### src/rtl/core/gofp_pkg.sv
`timescale 1ns / 1ps
// ----------------------------------------------------------------------------
// gofp_pkg
// Types, widths and helpers shared by the gradient optical flow pixel core.
// ----------------------------------------------------------------------------
package gofp_pkg;

    localparam int PIX_W   = 8;
    localparam int AD_W    = 8;   // |prev - cur|
    localparam int AG_W    = 9;   // |gradient|
    localparam int PROD_W  = AD_W + AG_W;
    localparam int SQ_W    = 20;  // gx^2 + gy^2 + lambda
    localparam int RAD_W   = SQ_W + 16;
    localparam int MAG_W   = RAD_W / 2;
    localparam int NUM_W   = PROD_W + 16;
    localparam int Q_W     = NUM_W - 8;
    localparam int SCALE_W = 16;
    localparam int S_W     = Q_W + SCALE_W - 8;
    localparam int ML_W    = 24;
    localparam int CH_W    = 8;
    localparam int ADDR_W  = 4;
    localparam int DATA_W  = 32;

    // register indexes, taken from paddr[3:2]
    localparam logic [1:0] REG_FLOW_SCALE  = 2'd0;
    localparam logic [1:0] REG_REGULARIZER = 2'd1;
    localparam logic [1:0] REG_MIN_LENGTH  = 2'd2;

    typedef struct packed {
        logic [PIX_W-1:0] prev_center;
        logic [PIX_W-1:0] cur_center;
        logic [PIX_W-1:0] prev_right;
        logic [PIX_W-1:0] prev_left;
        logic [PIX_W-1:0] cur_right;
        logic [PIX_W-1:0] cur_left;
        logic [PIX_W-1:0] prev_below;
        logic [PIX_W-1:0] prev_above;
        logic [PIX_W-1:0] cur_below;
        logic [PIX_W-1:0] cur_above;
    } t_pixel;

    typedef struct packed {
        logic [CH_W-1:0] flow_pos_x;
        logic [CH_W-1:0] flow_neg_x;
        logic [CH_W-1:0] flow_pos_y;
        logic [CH_W-1:0] flow_neg_y;
    } t_flow;

    // classified item handed from front to back
    typedef struct packed {
        logic [PROD_W-1:0] nx;
        logic [PROD_W-1:0] ny;
        logic [SQ_W-1:0]   sq;
        logic              x_neg;
        logic              y_neg;
    } t_item;

    typedef struct packed {
        logic [SCALE_W-1:0] flow_scale;
        logic [ML_W-1:0]    min_length;
    } t_back_cfg;

    // round to nearest and saturate
    function automatic logic [CH_W-1:0] to_channel(input logic [S_W-1:0] s);
        logic [S_W:0] sum;
        begin
            sum = {1'b0, s} + (S_W+1)'(128);
            if (sum[S_W:8] > (S_W-7)'(255)) begin
                to_channel = 8'hff;
            end else begin
                to_channel = sum[15:8];
            end
        end
    endfunction

endpackage

### src/rtl/core/gofp_fifo.sv
`timescale 1ns / 1ps
// ----------------------------------------------------------------------------
// gofp_fifo
// Short queue between front and back.
// ----------------------------------------------------------------------------
module gofp_fifo #(
    parameter int DEPTH = 4
) (
    input  logic            i_clk,
    input  logic            i_rst_n,
    input  logic            i_valid,
    output logic            o_ready,
    input  gofp_pkg::t_item i_item,
    output logic            o_valid,
    input  logic            i_ready,
    output gofp_pkg::t_item o_item
);

    localparam int PTR_W = (DEPTH > 1) ? $clog2(DEPTH) : 1;
    localparam int CNT_W = $clog2(DEPTH + 1);

    gofp_pkg::t_item   r_mem [DEPTH];
    logic [PTR_W-1:0]  r_wr;
    logic [PTR_W-1:0]  r_rd;
    logic [CNT_W-1:0]  r_count;
    logic              push;
    logic              pop;

    assign o_ready = r_count != CNT_W'(DEPTH);
    assign o_valid = r_count != '0;
    assign push    = i_valid && o_ready;
    assign pop     = o_valid && i_ready;
    assign o_item  = r_mem[r_rd];

    always_ff @(posedge i_clk) begin
        if (push) begin
            r_mem[r_wr] <= i_item;
        end
    end

    always_ff @(posedge i_clk) begin
        if (!i_rst_n) begin
            r_wr    <= '0;
            r_rd    <= '0;
            r_count <= '0;
        end else begin
            if (push) begin
                r_wr <= (r_wr == PTR_W'(DEPTH - 1)) ? '0 : r_wr + 1'b1;
            end
            if (pop) begin
                r_rd <= (r_rd == PTR_W'(DEPTH - 1)) ? '0 : r_rd + 1'b1;
            end
            if (push && !pop) begin
                r_count <= r_count + 1'b1;
            end else if (pop && !push) begin
                r_count <= r_count - 1'b1;
            end
        end
    end

    a_no_overflow: assert property (@(posedge i_clk) disable iff (!i_rst_n)
        r_count <= CNT_W'(DEPTH))
        else $error("queue count beyond depth");
    a_count_step: assert property (@(posedge i_clk) disable iff (!i_rst_n)
        (push && !pop) |=> (r_count == $past(r_count) + 1'b1))
        else $error("queue count missed a push");

endmodule

### config.mk
export PLATFORM = sky130hd
export DESIGN_NAME = gofp_fifo
export DESIGN_NICKNAME = d
export VERILOG_FILES = /design/src/rtl/core/gofp_pkg.sv /design/src/rtl/core/gofp_fifo.sv
export SDC_FILE = /design/constraint.sdc
export NUM_CORES = 1
export LEC_CHECK = 0
export ABC_AREA = 1
export BUFFER_PORTS_ARGS = -buffer_cell sky130_fd_sc_hd__buf_2
export CORE_ASPECT_RATIO = 0.5
export CORE_MARGIN = 2
export CORE_UTILIZATION = 57
export DETAILED_ROUTE_END_ITERATION = 10
export GPL_TIMING_DRIVEN = 1
export HOLD_SLACK_MARGIN = 0.12
export PLACE_DENSITY = 0.79
export SKIP_LAST_GASP = 1
export SLEW_MARGIN = 20
export SYNTH_ARGS = -nofsm -noshare
export SYNTH_HDL_FRONTEND = slang
export SYNTH_SLANG_ARGS = --single-unit
### constraint.sdc
create_clock -name i_clk -period 4.95 [get_ports i_clk]
set_clock_uncertainty 0.1 [all_clocks]
set_input_delay 0.495 -clock i_clk [delete_from_list [all_inputs] [get_ports i_clk]]
set_output_delay 0.495 -clock i_clk [all_outputs]
set_load 0.02 [all_outputs]
==> flow_metrics.env <==
export IMPL_final_common_cell="edfxtp_1"
export IMPL_cts_buffers=20
export IMPL_worst_hold_slack_ns=0.128
export IMPL_power_switching_uw=1950
export IMPL_power_uw=5720
export IMPL_setup_tns_ns=0
export IMPL_cts_hold_buf=28
export IMPL_clkSinkCount=233
export IMPL_end_kind="output pin"
export IMPL_cts_resized=0
export IMPL_drc=0
export IMPL_worstSkewPairLatency_ns=0.48
export IMPL_syn_area_um2=9120
export IMPL_worst_pin_slew_ns=1.05
export IMPL_yosysWarnings=0
export IMPL_gr_total_overflow=0
export IMPL_vdd_ir_drop_max_mv=0.325
export IMPL_utilization_pct=69.1
export IMPL_drv_cap=0
export IMPL_grt_antenna_before_repair=1
export IMPL_period_share_pct=59.9
export IMPL_syn_num_nets=679
export IMPL_fmax_mhz=337
export IMPL_comb_power_share_pct=31.4
export IMPL_fp_dieH_um=93.4
export IMPL_layout_setup_ws_ns=1.99
export IMPL_critical_path_required_ns=4.36
export IMPL_htree_levels=1
export IMPL_place_congestion=0.780
export IMPL_design_core_area_um2=15500
export IMPL_clockBufferDepth=3
export IMPL_final_nets=821
export IMPL_via_per_inst=5.49
export IMPL_p_leak_uw=0.00377
export IMPL_initial_core_util_pct=58.7
export IMPL_status="finished clean"
export IMPL_postCtsSetupRepairBufs=0
export IMPL_hold_class="primary input to register"
export IMPL_clkPwrFrac_pct=25.4
export IMPL_dp_hpwl_um=9530
export IMPL_grt_usage_pct=20.7
export IMPL_area_delta_synth_final_pct=17.8
export IMPL_final_cell_mix="edfxtp_1, buf_2, nor2_1"
export IMPL_syn_area_per_cell_um2=14.9
export IMPL_setup_viol=0
export IMPL_cts_tree="yes"
export IMPL_ios=118
export IMPL_ant_nets=0
export IMPL_worstPathArrival_ns=2.37
export IMPL_finalWirelength_um=17500
export IMPL_startpoint_type="register"
export IMPL_ys_seq_area_share_pct=75.7
export IMPL_cp_max_fo=84
export IMPL_die_area_um2=17100
export IMPL_path_class="register to output pin"
export IMPL_grt_setup_unrepaired="no"
export IMPL_grt_max_degree=113
export IMPL_power_density_nw_per_um2=533
export IMPL_dp_slack_ns=2.26
export IMPL_synth_cells=612
export IMPL_final_layout_size_suffix_gt1_share_pct=27.6
export IMPL_n_fill_cell=1060
export IMPL_grt_pass1_vias=5331
export IMPL_pwr_share_seq_pct=43.2
export IMPL_max_slew_margin_pct=30.0
export IMPL_cts_clk_slew_worst_paths_ns=0.06
export IMPL_synth_cell_types=26
export IMPL_grt_first_pass_wirelength_um=27300
export IMPL_switching_share_pct=34.1
export IMPL_detail_route_wl_per_cell_um=18.0
export IMPL_rrSetupSlack_ns=2.31
export IMPL_first_pass_iters=5
export IMPL_synth_seq_cells=233
export IMPL_period_minus_slack_ns=2.96
export IMPL_portBuffers=117
export IMPL_dieWidth_um=183
export IMPL_rows=32
export IMPL_timing_hold_violations_final=0
export IMPL_p_int_uw=3770
export IMPL_vias=5340
export IMPL_clockRootBuffer="clkbuf_16"
export IMPL_slew_viol_final=0
export IMPL_drt_iter0_drc=366
## sequential cells by signal, indices dropped and copies added, names as in the netlist, named ones only
signal,flops
r_rd,2
r_mem,224
r_count,3
r_wr,2
## cells by family after synthesis
| kind of cell | after synthesis | synth area share [%] |
|---|---|---|
| AOI/OAI and AO/OA | 172 | 11.7 |
| DFF | 233 | 75.7 |
| adders and majority gates | 7 | 1.04 |
| buffers and inverters | 53 | 3.54 |
| and+or+nand+nor | 147 | 7.94 |
## critical path, stage by stage (launching register included)
cell and delay (ns):
dfxtp_4 0.36, inv_6 0.57, buf_4 0.38, o21ai_1 0.11
o22ai_1 0.21, buf_2 0.21
## power groups by stage
stage	combinational, uW	clock (uW)	sequential (uW)
floorplan	1280	0	2510
global placement	1730	0	2500
detailed placement	1780	0	2510
CTS	1800	1480	2470
global route	1960	1560	2490
finish	1790	1450	2470
## cells in the mapped netlist (all sizes together)
| master | instances | area share [%] |
|---|---|---|
| nand2 | 15 | 0.62 |
| edfxtp | 224 | 74 |
| ha | 6 | 0.82 |
| nand3 | 1 | 0.055 |
| dfxtp | 9 | 2.0 |
| o22ai | 56 | 5.2 |
| buf | 21 | 2.2 |
| fa | 1 | 0.22 |
| clkbuf | 15 | 0.62 |
| o21ai | 114 | 6.4 |
| a21oi | 2 | 0.11 |
| nand3b | 1 | 0.082 |
| nand4 | 1 | 0.069 |
| inv | 17 | 0.73 |
| nor2 | 129 | 7.1 |
## final timing paths
kind               from            to  cells past startpoint
min          i_item[16]  r_mem[3][16]                      1
min reg2reg  r_count[0]    r_count[0]                      2
max            register    o_item[24]                      5
max reg2reg  r_count[0]  r_mem[1][28]                      5
## routing by layer
metal	GRT usage, %	vias to the layer above	part of all wire, %
met2	35.8	159	50
met4	5.80	0	1.7
met3	4.01	24	5.9
li1	-	2557	-
met5	0	-	0
met1	27.3	2600	42
## stage by stage
| stage | cell area (um2) | instances |
|---|---|---|
| after global routing | 10700 | 971 |
| after global placement | 9810 | 906 |
| after detailed placement | 9810 | 906 |
| after CTS | 10700 | 969 |
| final | 10700 | 972 |
| after floorplan | 9120 | 612 |
## final cells by class
type	instances	area, um2	share of cell area (%)
Antenna cell	1	2.50	0.0233
Timing Repair Buffer	156	971	9.04
Tap cell	204	255	2.38
Sequential cell	233	6910	64.4
Clock buffer	29	576	5.36
Clock inverter	6	33.8	0.315
Inverter	17	68.8	0.641
Multi-Input combinational cell	326	1920	17.9
No activity file was read; power rests on OpenSTA's default activity.
