$ cat src/rtl/core/gofp_pkg.sv
`timescale 1ns / 1ps
// ----------------------------------------------------------------------------
// gofp_pkg
// Types, widths and helpers shared by the gradient optical flow pixel core.
// ----------------------------------------------------------------------------
package gofp_pkg;

    localparam int PIX_W   = 8;
    localparam int AD_W    = 8;   // |prev - cur|
    localparam int AG_W    = 9;   // |gradient|
    localparam int PROD_W  = AD_W + AG_W;
    localparam int SQ_W    = 20;  // gx^2 + gy^2 + lambda
    localparam int RAD_W   = SQ_W + 16;
    localparam int MAG_W   = RAD_W / 2;
    localparam int NUM_W   = PROD_W + 16;
    localparam int Q_W     = NUM_W - 8;
    localparam int SCALE_W = 16;
    localparam int S_W     = Q_W + SCALE_W - 8;
    localparam int ML_W    = 24;
    localparam int CH_W    = 8;
    localparam int ADDR_W  = 4;
    localparam int DATA_W  = 32;

    // register indexes, taken from paddr[3:2]
    localparam logic [1:0] REG_FLOW_SCALE  = 2'd0;
    localparam logic [1:0] REG_REGULARIZER = 2'd1;
    localparam logic [1:0] REG_MIN_LENGTH  = 2'd2;

    typedef struct packed {
        logic [PIX_W-1:0] prev_center;
        logic [PIX_W-1:0] cur_center;
        logic [PIX_W-1:0] prev_right;
        logic [PIX_W-1:0] prev_left;
        logic [PIX_W-1:0] cur_right;
        logic [PIX_W-1:0] cur_left;
        logic [PIX_W-1:0] prev_below;
        logic [PIX_W-1:0] prev_above;
        logic [PIX_W-1:0] cur_below;
        logic [PIX_W-1:0] cur_above;
    } t_pixel;

    typedef struct packed {
        logic [CH_W-1:0] flow_pos_x;
        logic [CH_W-1:0] flow_neg_x;
        logic [CH_W-1:0] flow_pos_y;
        logic [CH_W-1:0] flow_neg_y;
    } t_flow;

    // classified item handed from front to back
    typedef struct packed {
        logic [PROD_W-1:0] nx;
        logic [PROD_W-1:0] ny;
        logic [SQ_W-1:0]   sq;
        logic              x_neg;
        logic              y_neg;
    } t_item;

    typedef struct packed {
        logic [SCALE_W-1:0] flow_scale;
        logic [ML_W-1:0]    min_length;
    } t_back_cfg;

    // round to nearest and saturate
    function automatic logic [CH_W-1:0] to_channel(input logic [S_W-1:0] s);
        logic [S_W:0] sum;
        begin
            sum = {1'b0, s} + (S_W+1)'(128);
            if (sum[S_W:8] > (S_W-7)'(255)) begin
                to_channel = 8'hff;
            end else begin
                to_channel = sum[15:8];
            end
        end
    endfunction

endpackage

$ cat src/rtl/core/gofp_front.sv
`timescale 1ns / 1ps
// ----------------------------------------------------------------------------
// gofp_front
// Takes stencil words, forms differences, gradients and products.
// ----------------------------------------------------------------------------
module gofp_front (
    input  logic                       i_clk,
    input  logic                       i_rst_n,
    input  logic                       i_valid,
    output logic                       o_ready,
    input  gofp_pkg::t_pixel           i_pixel,
    input  logic [15:0]                i_regularizer,
    output logic                       o_valid,
    input  logic                       i_ready,
    output gofp_pkg::t_item            o_item
);

    logic                        r_valid;
    gofp_pkg::t_item             r_item;
    gofp_pkg::t_item             n_item;
    logic signed [8:0]           d;
    logic signed [9:0]           gx;
    logic signed [9:0]           gy;
    logic [9:0]                  agx_w;
    logic [9:0]                  agy_w;
    logic [8:0]                  ad_w;
    logic [gofp_pkg::AD_W-1:0]   ad;
    logic [gofp_pkg::AG_W-1:0]   agx;
    logic [gofp_pkg::AG_W-1:0]   agy;

    always_comb begin
        d  = $signed({1'b0, i_pixel.prev_center}) - $signed({1'b0, i_pixel.cur_center});
        gx = ($signed({2'b0, i_pixel.prev_right}) - $signed({2'b0, i_pixel.prev_left}))
           + ($signed({2'b0, i_pixel.cur_right})  - $signed({2'b0, i_pixel.cur_left}));
        gy = ($signed({2'b0, i_pixel.prev_below}) - $signed({2'b0, i_pixel.prev_above}))
           + ($signed({2'b0, i_pixel.cur_below})  - $signed({2'b0, i_pixel.cur_above}));
        ad_w  = d[8]  ? 9'(-d)  : 9'(d);
        agx_w = gx[9] ? 10'(-gx) : 10'(gx);
        agy_w = gy[9] ? 10'(-gy) : 10'(gy);
        ad  = ad_w[7:0];
        agx = agx_w[8:0];
        agy = agy_w[8:0];
        n_item.nx    = {9'd0, ad} * {8'd0, agx};
        n_item.ny    = {9'd0, ad} * {8'd0, agy};
        n_item.sq    = ({11'd0, agx} * {11'd0, agx}) + ({11'd0, agy} * {11'd0, agy})
                     + {4'd0, i_regularizer};
        n_item.x_neg = d[8] != gx[9];
        n_item.y_neg = d[8] != gy[9];
    end

    assign o_ready = !r_valid || i_ready;

    always_ff @(posedge i_clk) begin
        if (!i_rst_n) begin
            r_valid <= 1'b0;
        end else if (o_ready) begin
            r_valid <= i_valid;
            if (i_valid) begin
                r_item <= n_item;
            end
        end
    end

    assign o_valid = r_valid;
    assign o_item  = r_item;

endmodule

$ cat config.mk
export PLATFORM = sky130hd
export DESIGN_NAME = gofp_front
export DESIGN_NICKNAME = d
export VERILOG_FILES = /design/src/rtl/core/gofp_pkg.sv /design/src/rtl/core/gofp_front.sv
export SDC_FILE = /design/constraint.sdc
export NUM_CORES = 1
export LEC_CHECK = 0
export BUFFER_PORTS_ARGS = -buffer_cell sky130_fd_sc_hd__buf_2
export CORE_UTILIZATION = 60
export DETAILED_ROUTE_END_ITERATION = 10
export GPL_ROUTABILITY_DRIVEN = 0
export PLACE_DENSITY = 0.85
export RECOVER_POWER = 50
export SYNTH_ARGS = -nofsm -noshare
export SYNTH_HDL_FRONTEND = slang
export SYNTH_SLANG_ARGS = --single-unit
$ cat constraint.sdc
create_clock -name i_clk -period 13.25 [get_ports i_clk]
set_clock_uncertainty 0.15 [all_clocks]
set_input_delay 1.9875 -clock i_clk [delete_from_list [all_inputs] [get_ports i_clk]]
set_output_delay 1.9875 -clock i_clk [all_outputs]
set_load 0.01 [all_outputs]
==> results of run 1 <==
final cells by class:
class / instances / area (sq um)
Multi-Input combinational cell: 1130 / 10700
Sequential cell: 57 / 1700
Clock buffer: 10 / 229
Fill cell: 1749 / 7460
Tap cell: 285 / 357
Inverter: 342 / 1280
Timing Repair Buffer: 175 / 846
Clock inverter: 4 / 22.5
synthesized netlist by cell type, types with 5 or more instances:
| master | number |
|---|---|
| a21boi_0 | 7 |
| a21o_1 | 24 |
| a21oi_1 | 49 |
| and2_1 | 12 |
| and3_1 | 5 |
| buf_2 | 5 |
| clkbuf_1 | 23 |
| edfxtp_1 | 56 |
| fa_1 | 201 |
| ha_1 | 202 |
| inv_1 | 336 |
| nand2_1 | 104 |
| nand2b_1 | 29 |
| nand3_1 | 12 |
| nor2_1 | 178 |
| nor2b_1 | 17 |
| nor3_1 | 14 |
| o21a_1 | 22 |
| o21ai_0 | 55 |
| o21ai_1 | 6 |
| o21bai_1 | 11 |
| or2_1 | 5 |
| or3_1 | 10 |
| xnor2_1 | 62 |
| xor2_1 | 36 |
worst register-to-register path: stages (launching register included):
cell and delay [ps]:
dfxtp_1 310, nand2b_1 90, and3_2 170, clkbuf_1 2160
stage by stage:
stage	setup slack (ps)	instances
after CTS	2400	2003
after detailed placement	2050	1989
after floorplan	2860	1558
after global placement	2220	1989
final	2250	2003
after global routing	1590	2003
state kept, by name (all words and copies together), names as in the netlist:
name and flops:
o_valid 1, o_item 56
logic make-up after synthesis:
group | after synthesis | synth area share, %
compound gates | 224 | 10.8
buf+inv | 371 | 10.1
fa+ha+maj | 403 | 47.3
flops | 57 | 12.3
mux | 3 | 0.217
xor+xnor | 99 | 6.32
simple gates | 401 | 12.9
final timing paths:
path | startpoint | to | slack [ps] | depth (start not counted)
setup reg to reg | o_valid | o_item[32] | 9860 | 3
hold reg to reg | o_valid | o_valid | 390 | 2
hold / removal | o_valid | o_valid | 390 | 2
setup / recovery | i_pixel[8] | o_item[21] | 2250 | 36
routing by layer:
layer | wire length (um) | global-route usage [%] | vias up
met5 | 0 | 0 | -
met4 | 1450 | 13.1 | 0
met3 | 2420 | 4.34 | 122
met2 | 15300 | 48.4 | 502
met1 | 12200 | 33.9 | 5272
li1 | - | - | 5264
==> results.json, run 1 <==
{
  "crit_type": "input pin to flop",
  "ys_seq_area_share_pct": 12.3,
  "ys_ff_latch": 57,
  "synth_top_area_share_pct": 29.1,
  "cts_tree": "done",
  "grt_setup_unrepaired": "false",
  "dpl_cell_area_sq_um": 15000,
  "num_vias": 11160,
  "setup_viol": 0,
  "cts_resized": 0,
  "grt_max_degree": 57,
  "insertion_delay_ps": 340,
  "ctsHoldBuffers": 0,
  "synth_area_per_cell_sq_um": 8.89,
  "area.growth.synth_to_final_pct": 9.65,
  "antenna_found_initial": 0,
  "path_max_fanout": 9,
  "clkTransAtPathRegs_ps": 60,
  "ios": 158,
  "drtIter0Drc": 752,
  "final_util_pct": 67.1,
  "timing.hold.ws_ps": 385,
  "cp_common_cell": "fa_1",
  "grt_use_total_pct": 27.8,
  "fmax_mhz": 90.9,
  "syn-cell-area_sq_um": 13800,
  "yosysTopAreaCell": "fa_1",
  "critical_path_required_ps": 13200,
  "fp.dieW_um": 154,
  "cp-start-kind": "input pin",
  "outcome": "complete, but fails checks",
  "ys.flop_type": "edfxtp_1",
  "post_cts_buffers": 0,
  "yosys-top-cells-area": "fa_1, ha_1, edfxtp_1",
  "dp_hpwl_um": 25300,
  "endpoint_kind": "flop",
  "grt_pass1_wl_um": 52500,
  "yosysWarnings": 0,
  "fp-row-count": 55,
  "cts_root_buf": "clkbuf_16",
  "drive_gt1_share_pct": 8.96,
  "postSynthCellCount": 1558,
  "antennaDiodeCount": 0,
  "critPathBufInv": 6,
  "port_buffers": 157,
  "arrival_ps": 10960,
  "cpPeakStageDelay_ps": 820,
  "slowest_stage": "xor2_1",
  "coreArea_sq_um": 22600,
  "cts_buffers": 9,
  "synth-edff-count": 56,
  "fin_setup_tns_ps": 0,
  "slew_headroom_pct": -105,
  "syn_nets": 2061,
  "drtAntennaViolNets": 0,
  "final_nets": 2218,
  "dieArea_sq_um": 23700,
  "start_util_pct": 61.2,
  "die_y_um": 154,
  "finalCriticalPeriod_ps": 11000,
  "via_per_inst": 5.57,
  "timing.final.max_slew_violations": 57,
  "routedWlPerCell_um": 15.7,
  "async_reset_ff_share_pct": 0,
  "ys_types": 70,
  "dr.pass1.iters": 8,
  "fin_area_sq_um": 15200,
  "grt_pass1_vias": 11580,
  "wl_um": 31400,
  "overflow": 0,
  "drc": 0,
  "final_cell_mix": "inv_1, ha_1, fa_1",
  "max_cap_violations": 1,
  "crit_family": "adder cells",
  "cts.sinks": 57,
  "fin_crit_sh_pct": 83.1,
  "layout_commonest_cell": "inv_1",
  "hold_class": "flop to flop",
  "tightestPinTransition_ps": 3080,
  "cts_htree_levels": 3,
  "violations": "max-capacitance violations, max-slew violations",
  "finalHoldViolCount": 0,
  "clock_path_buffers": 2
}
Power of run 1 is left out: the tool's default activity adds up to more than one toggle a clock period on the data nets, which glitch-free logic cannot reach.
==> inputs of run 2 (changes only) <==
--- a/config.mk
+++ b/config.mk
@@ -5,11 +5,12 @@
 export SDC_FILE = /design/constraint.sdc
 export NUM_CORES = 1
 export LEC_CHECK = 0
+export ABC_AREA = 1
 export BUFFER_PORTS_ARGS = -buffer_cell sky130_fd_sc_hd__buf_2
 export CORE_UTILIZATION = 60
 export DETAILED_ROUTE_END_ITERATION = 10
 export GPL_ROUTABILITY_DRIVEN = 0
-export PLACE_DENSITY = 0.85
+export PLACE_DENSITY = 0.84
 export RECOVER_POWER = 50
 export SYNTH_ARGS = -nofsm -noshare
 export SYNTH_HDL_FRONTEND = slang
==> constraint.sdc (replaced) <==
create_clock -name i_clk -period 10.8 [get_ports i_clk]
set_clock_uncertainty 0.15 [all_clocks]
set_input_delay 1.62 -clock i_clk [delete_from_list [all_inputs] [get_ports i_clk]]
set_output_delay 1.62 -clock i_clk [all_outputs]
set_load 0.01 [all_outputs]
==> results.json, run 2 <==
{
  "fp.dieW_um": 155,
  "setup_slack_ps": 553,
  "yosys-top-cells-area": "fa_1, ha_1, edfxtp_1",
  "yosysWarnings": 0,
  "yosysTopAreaCell": "fa_1",
  "dp_hpwl_um": 27000,
  "cp_common_cell": "fa_1",
  "multiInputGateArea_sq_um": 10600,
  "regArea_sq_um": 1700,
  "drtAntennaViolNets": 0,
  "violations": "max-capacitance violations, max-slew violations",
  "cts_tree": "done",
  "port_buffers": 157,
  "overflow": 0,
  "finalHoldViolCount": 0,
  "via_per_inst": 5.30,
  "async_reset_ff_share_pct": 0,
  "routedWlPerCell_um": 14.4,
  "crit_type": "input pin to flop",
  "layout_commonest_cell": "inv_1",
  "fin_crit_sh_pct": 94.9,
  "fillers": 1840,
  "drive_gt1_share_pct": 8.64,
  "die_y_um": 155,
  "cpPeakStageDelay_ps": 590,
  "area.growth.synth_to_final_pct": 10.1,
  "antennaDiodeCount": 0,
  "start_util_pct": 61.7,
  "cp-start-kind": "input pin",
  "arrival_ps": 10180,
  "path_max_fanout": 10,
  "synth-edff-count": 56,
  "tightestPinTransition_ps": 3160,
  "final_cell_mix": "inv_1, nand2_1, ha_1",
  "num_vias": 11729,
  "ys_seq_area_share_pct": 12.1,
  "setup_viol": 0,
  "cts_buffers": 9,
  "ys.flop_type": "edfxtp_1",
  "coreArea_sq_um": 22800,
  "cts_root_buf": "clkbuf_16",
  "dpl_cell_area_sq_um": 15300,
  "endpoint_kind": "flop",
  "hold_class": "flop to flop",
  "synth_area_per_cell_sq_um": 8.16,
  "cts_htree_levels": 3,
  "grt_setup_unrepaired": "false",
  "syn-cell-area_sq_um": 14100,
  "grt_max_degree": 57,
  "slew_headroom_pct": -111,
  "postSynthCellCount": 1728,
  "grt_pass1_wl_um": 53900,
  "final_nets": 2397,
  "antenna_found_initial": 0,
  "timing.final.max_slew_violations": 57,
  "grt_pass1_vias": 12197,
  "ios": 158,
  "fin_setup_tns_ps": 0,
  "critical_path_required_ps": 10730,
  "max_cap_violations": 1,
  "fmax_mhz": 97.6,
  "slowest_stage": "fa_1",
  "largest_reg_flops": 56,
  "ys_types": 45,
  "post_cts_buffers": 0,
  "ys_ff_latch": 57,
  "clkTransAtPathRegs_ps": 50,
  "cts.sinks": 57,
  "dieArea_sq_um": 24100,
  "drc": 0,
  "fin_area_sq_um": 15500,
  "post-place-ws_ps": 280,
  "grt_use_total_pct": 28.2,
  "wl_um": 31900,
  "insertion_delay_ps": 340,
  "cts_resized": 0,
  "syn_nets": 2231,
  "clock_path_buffers": 2,
  "drtIter0Drc": 885,
  "ctsHoldBuffers": 0,
  "fp-row-count": 55,
  "synth_common_cells": "inv_1, nand2_1, ha_1, fa_1, nor2_1",
  "outcome": "complete, but fails checks",
  "synth_most_common_cell": "inv_1",
  "synth_top_area_share_pct": 28.5,
  "dr.pass1.iters": 9,
  "finalCriticalPeriod_ps": 10250
}
## run 2: worst paths after layout
path              slack [ps]        start          to  cells after the start
setup / recovery         550  i_pixel[32]  o_item[18]                     32
hold reg to reg          400      o_valid     o_valid                      4
hold / removal           400      o_valid     o_valid                      4
setup reg to reg        7360      o_valid  o_item[15]                      4
## run 2: cell type report
| type | instances | share of cell area (%) |
|---|---|---|
| Multi-Input combinational cell | 1197 | 68.1 |
| Inverter | 452 | 11.0 |
| Timing Repair Buffer | 177 | 5.54 |
| Tap cell | 313 | 2.52 |
| Clock buffer | 11 | 1.56 |
| Sequential cell | 57 | 11.0 |
| Clock inverter | 5 | 0.363 |
## run 2: layer usage
layer / vias up / GRT usage (%) / share of wire (%)
li1: 5624 / - / -
met1: 5538 / 34.5 / 40
met2: 484 / 49.2 / 49
met3: 83 / 5.52 / 8.2
met4: 0 / 10.8 / 3.2
met5: - / 0 / 0
## run 2: logic make-up after synthesis
family,share of synthesized area (%)
compound gates,6.33
xor+xnor,6.38
fa+ha+maj,46.5
buf+inv,13.0
simple gates,15.8
flops,12.1
## run 2: stage by stage
stage / cells / hold WS (ps) / utilization, %
floorplan: 1728 / 473 / -
global placement: 2196 / 381 / 67.0
detailed placement: 2196 / 410 / 67.0
CTS: 2212 / 418 / 68.3
global route: 2212 / 449 / 68.0
finish: 2212 / 405 / 68.0
## run 2: critical path, delay by kind of cell
family,cells,cell delay [ps]
fa+ha+maj,10,4480
simple gates,6,790
compound gates,10,2240
buf+inv,3,220
xor+xnor,3,820
Power of run 2 is left out for the same reason.
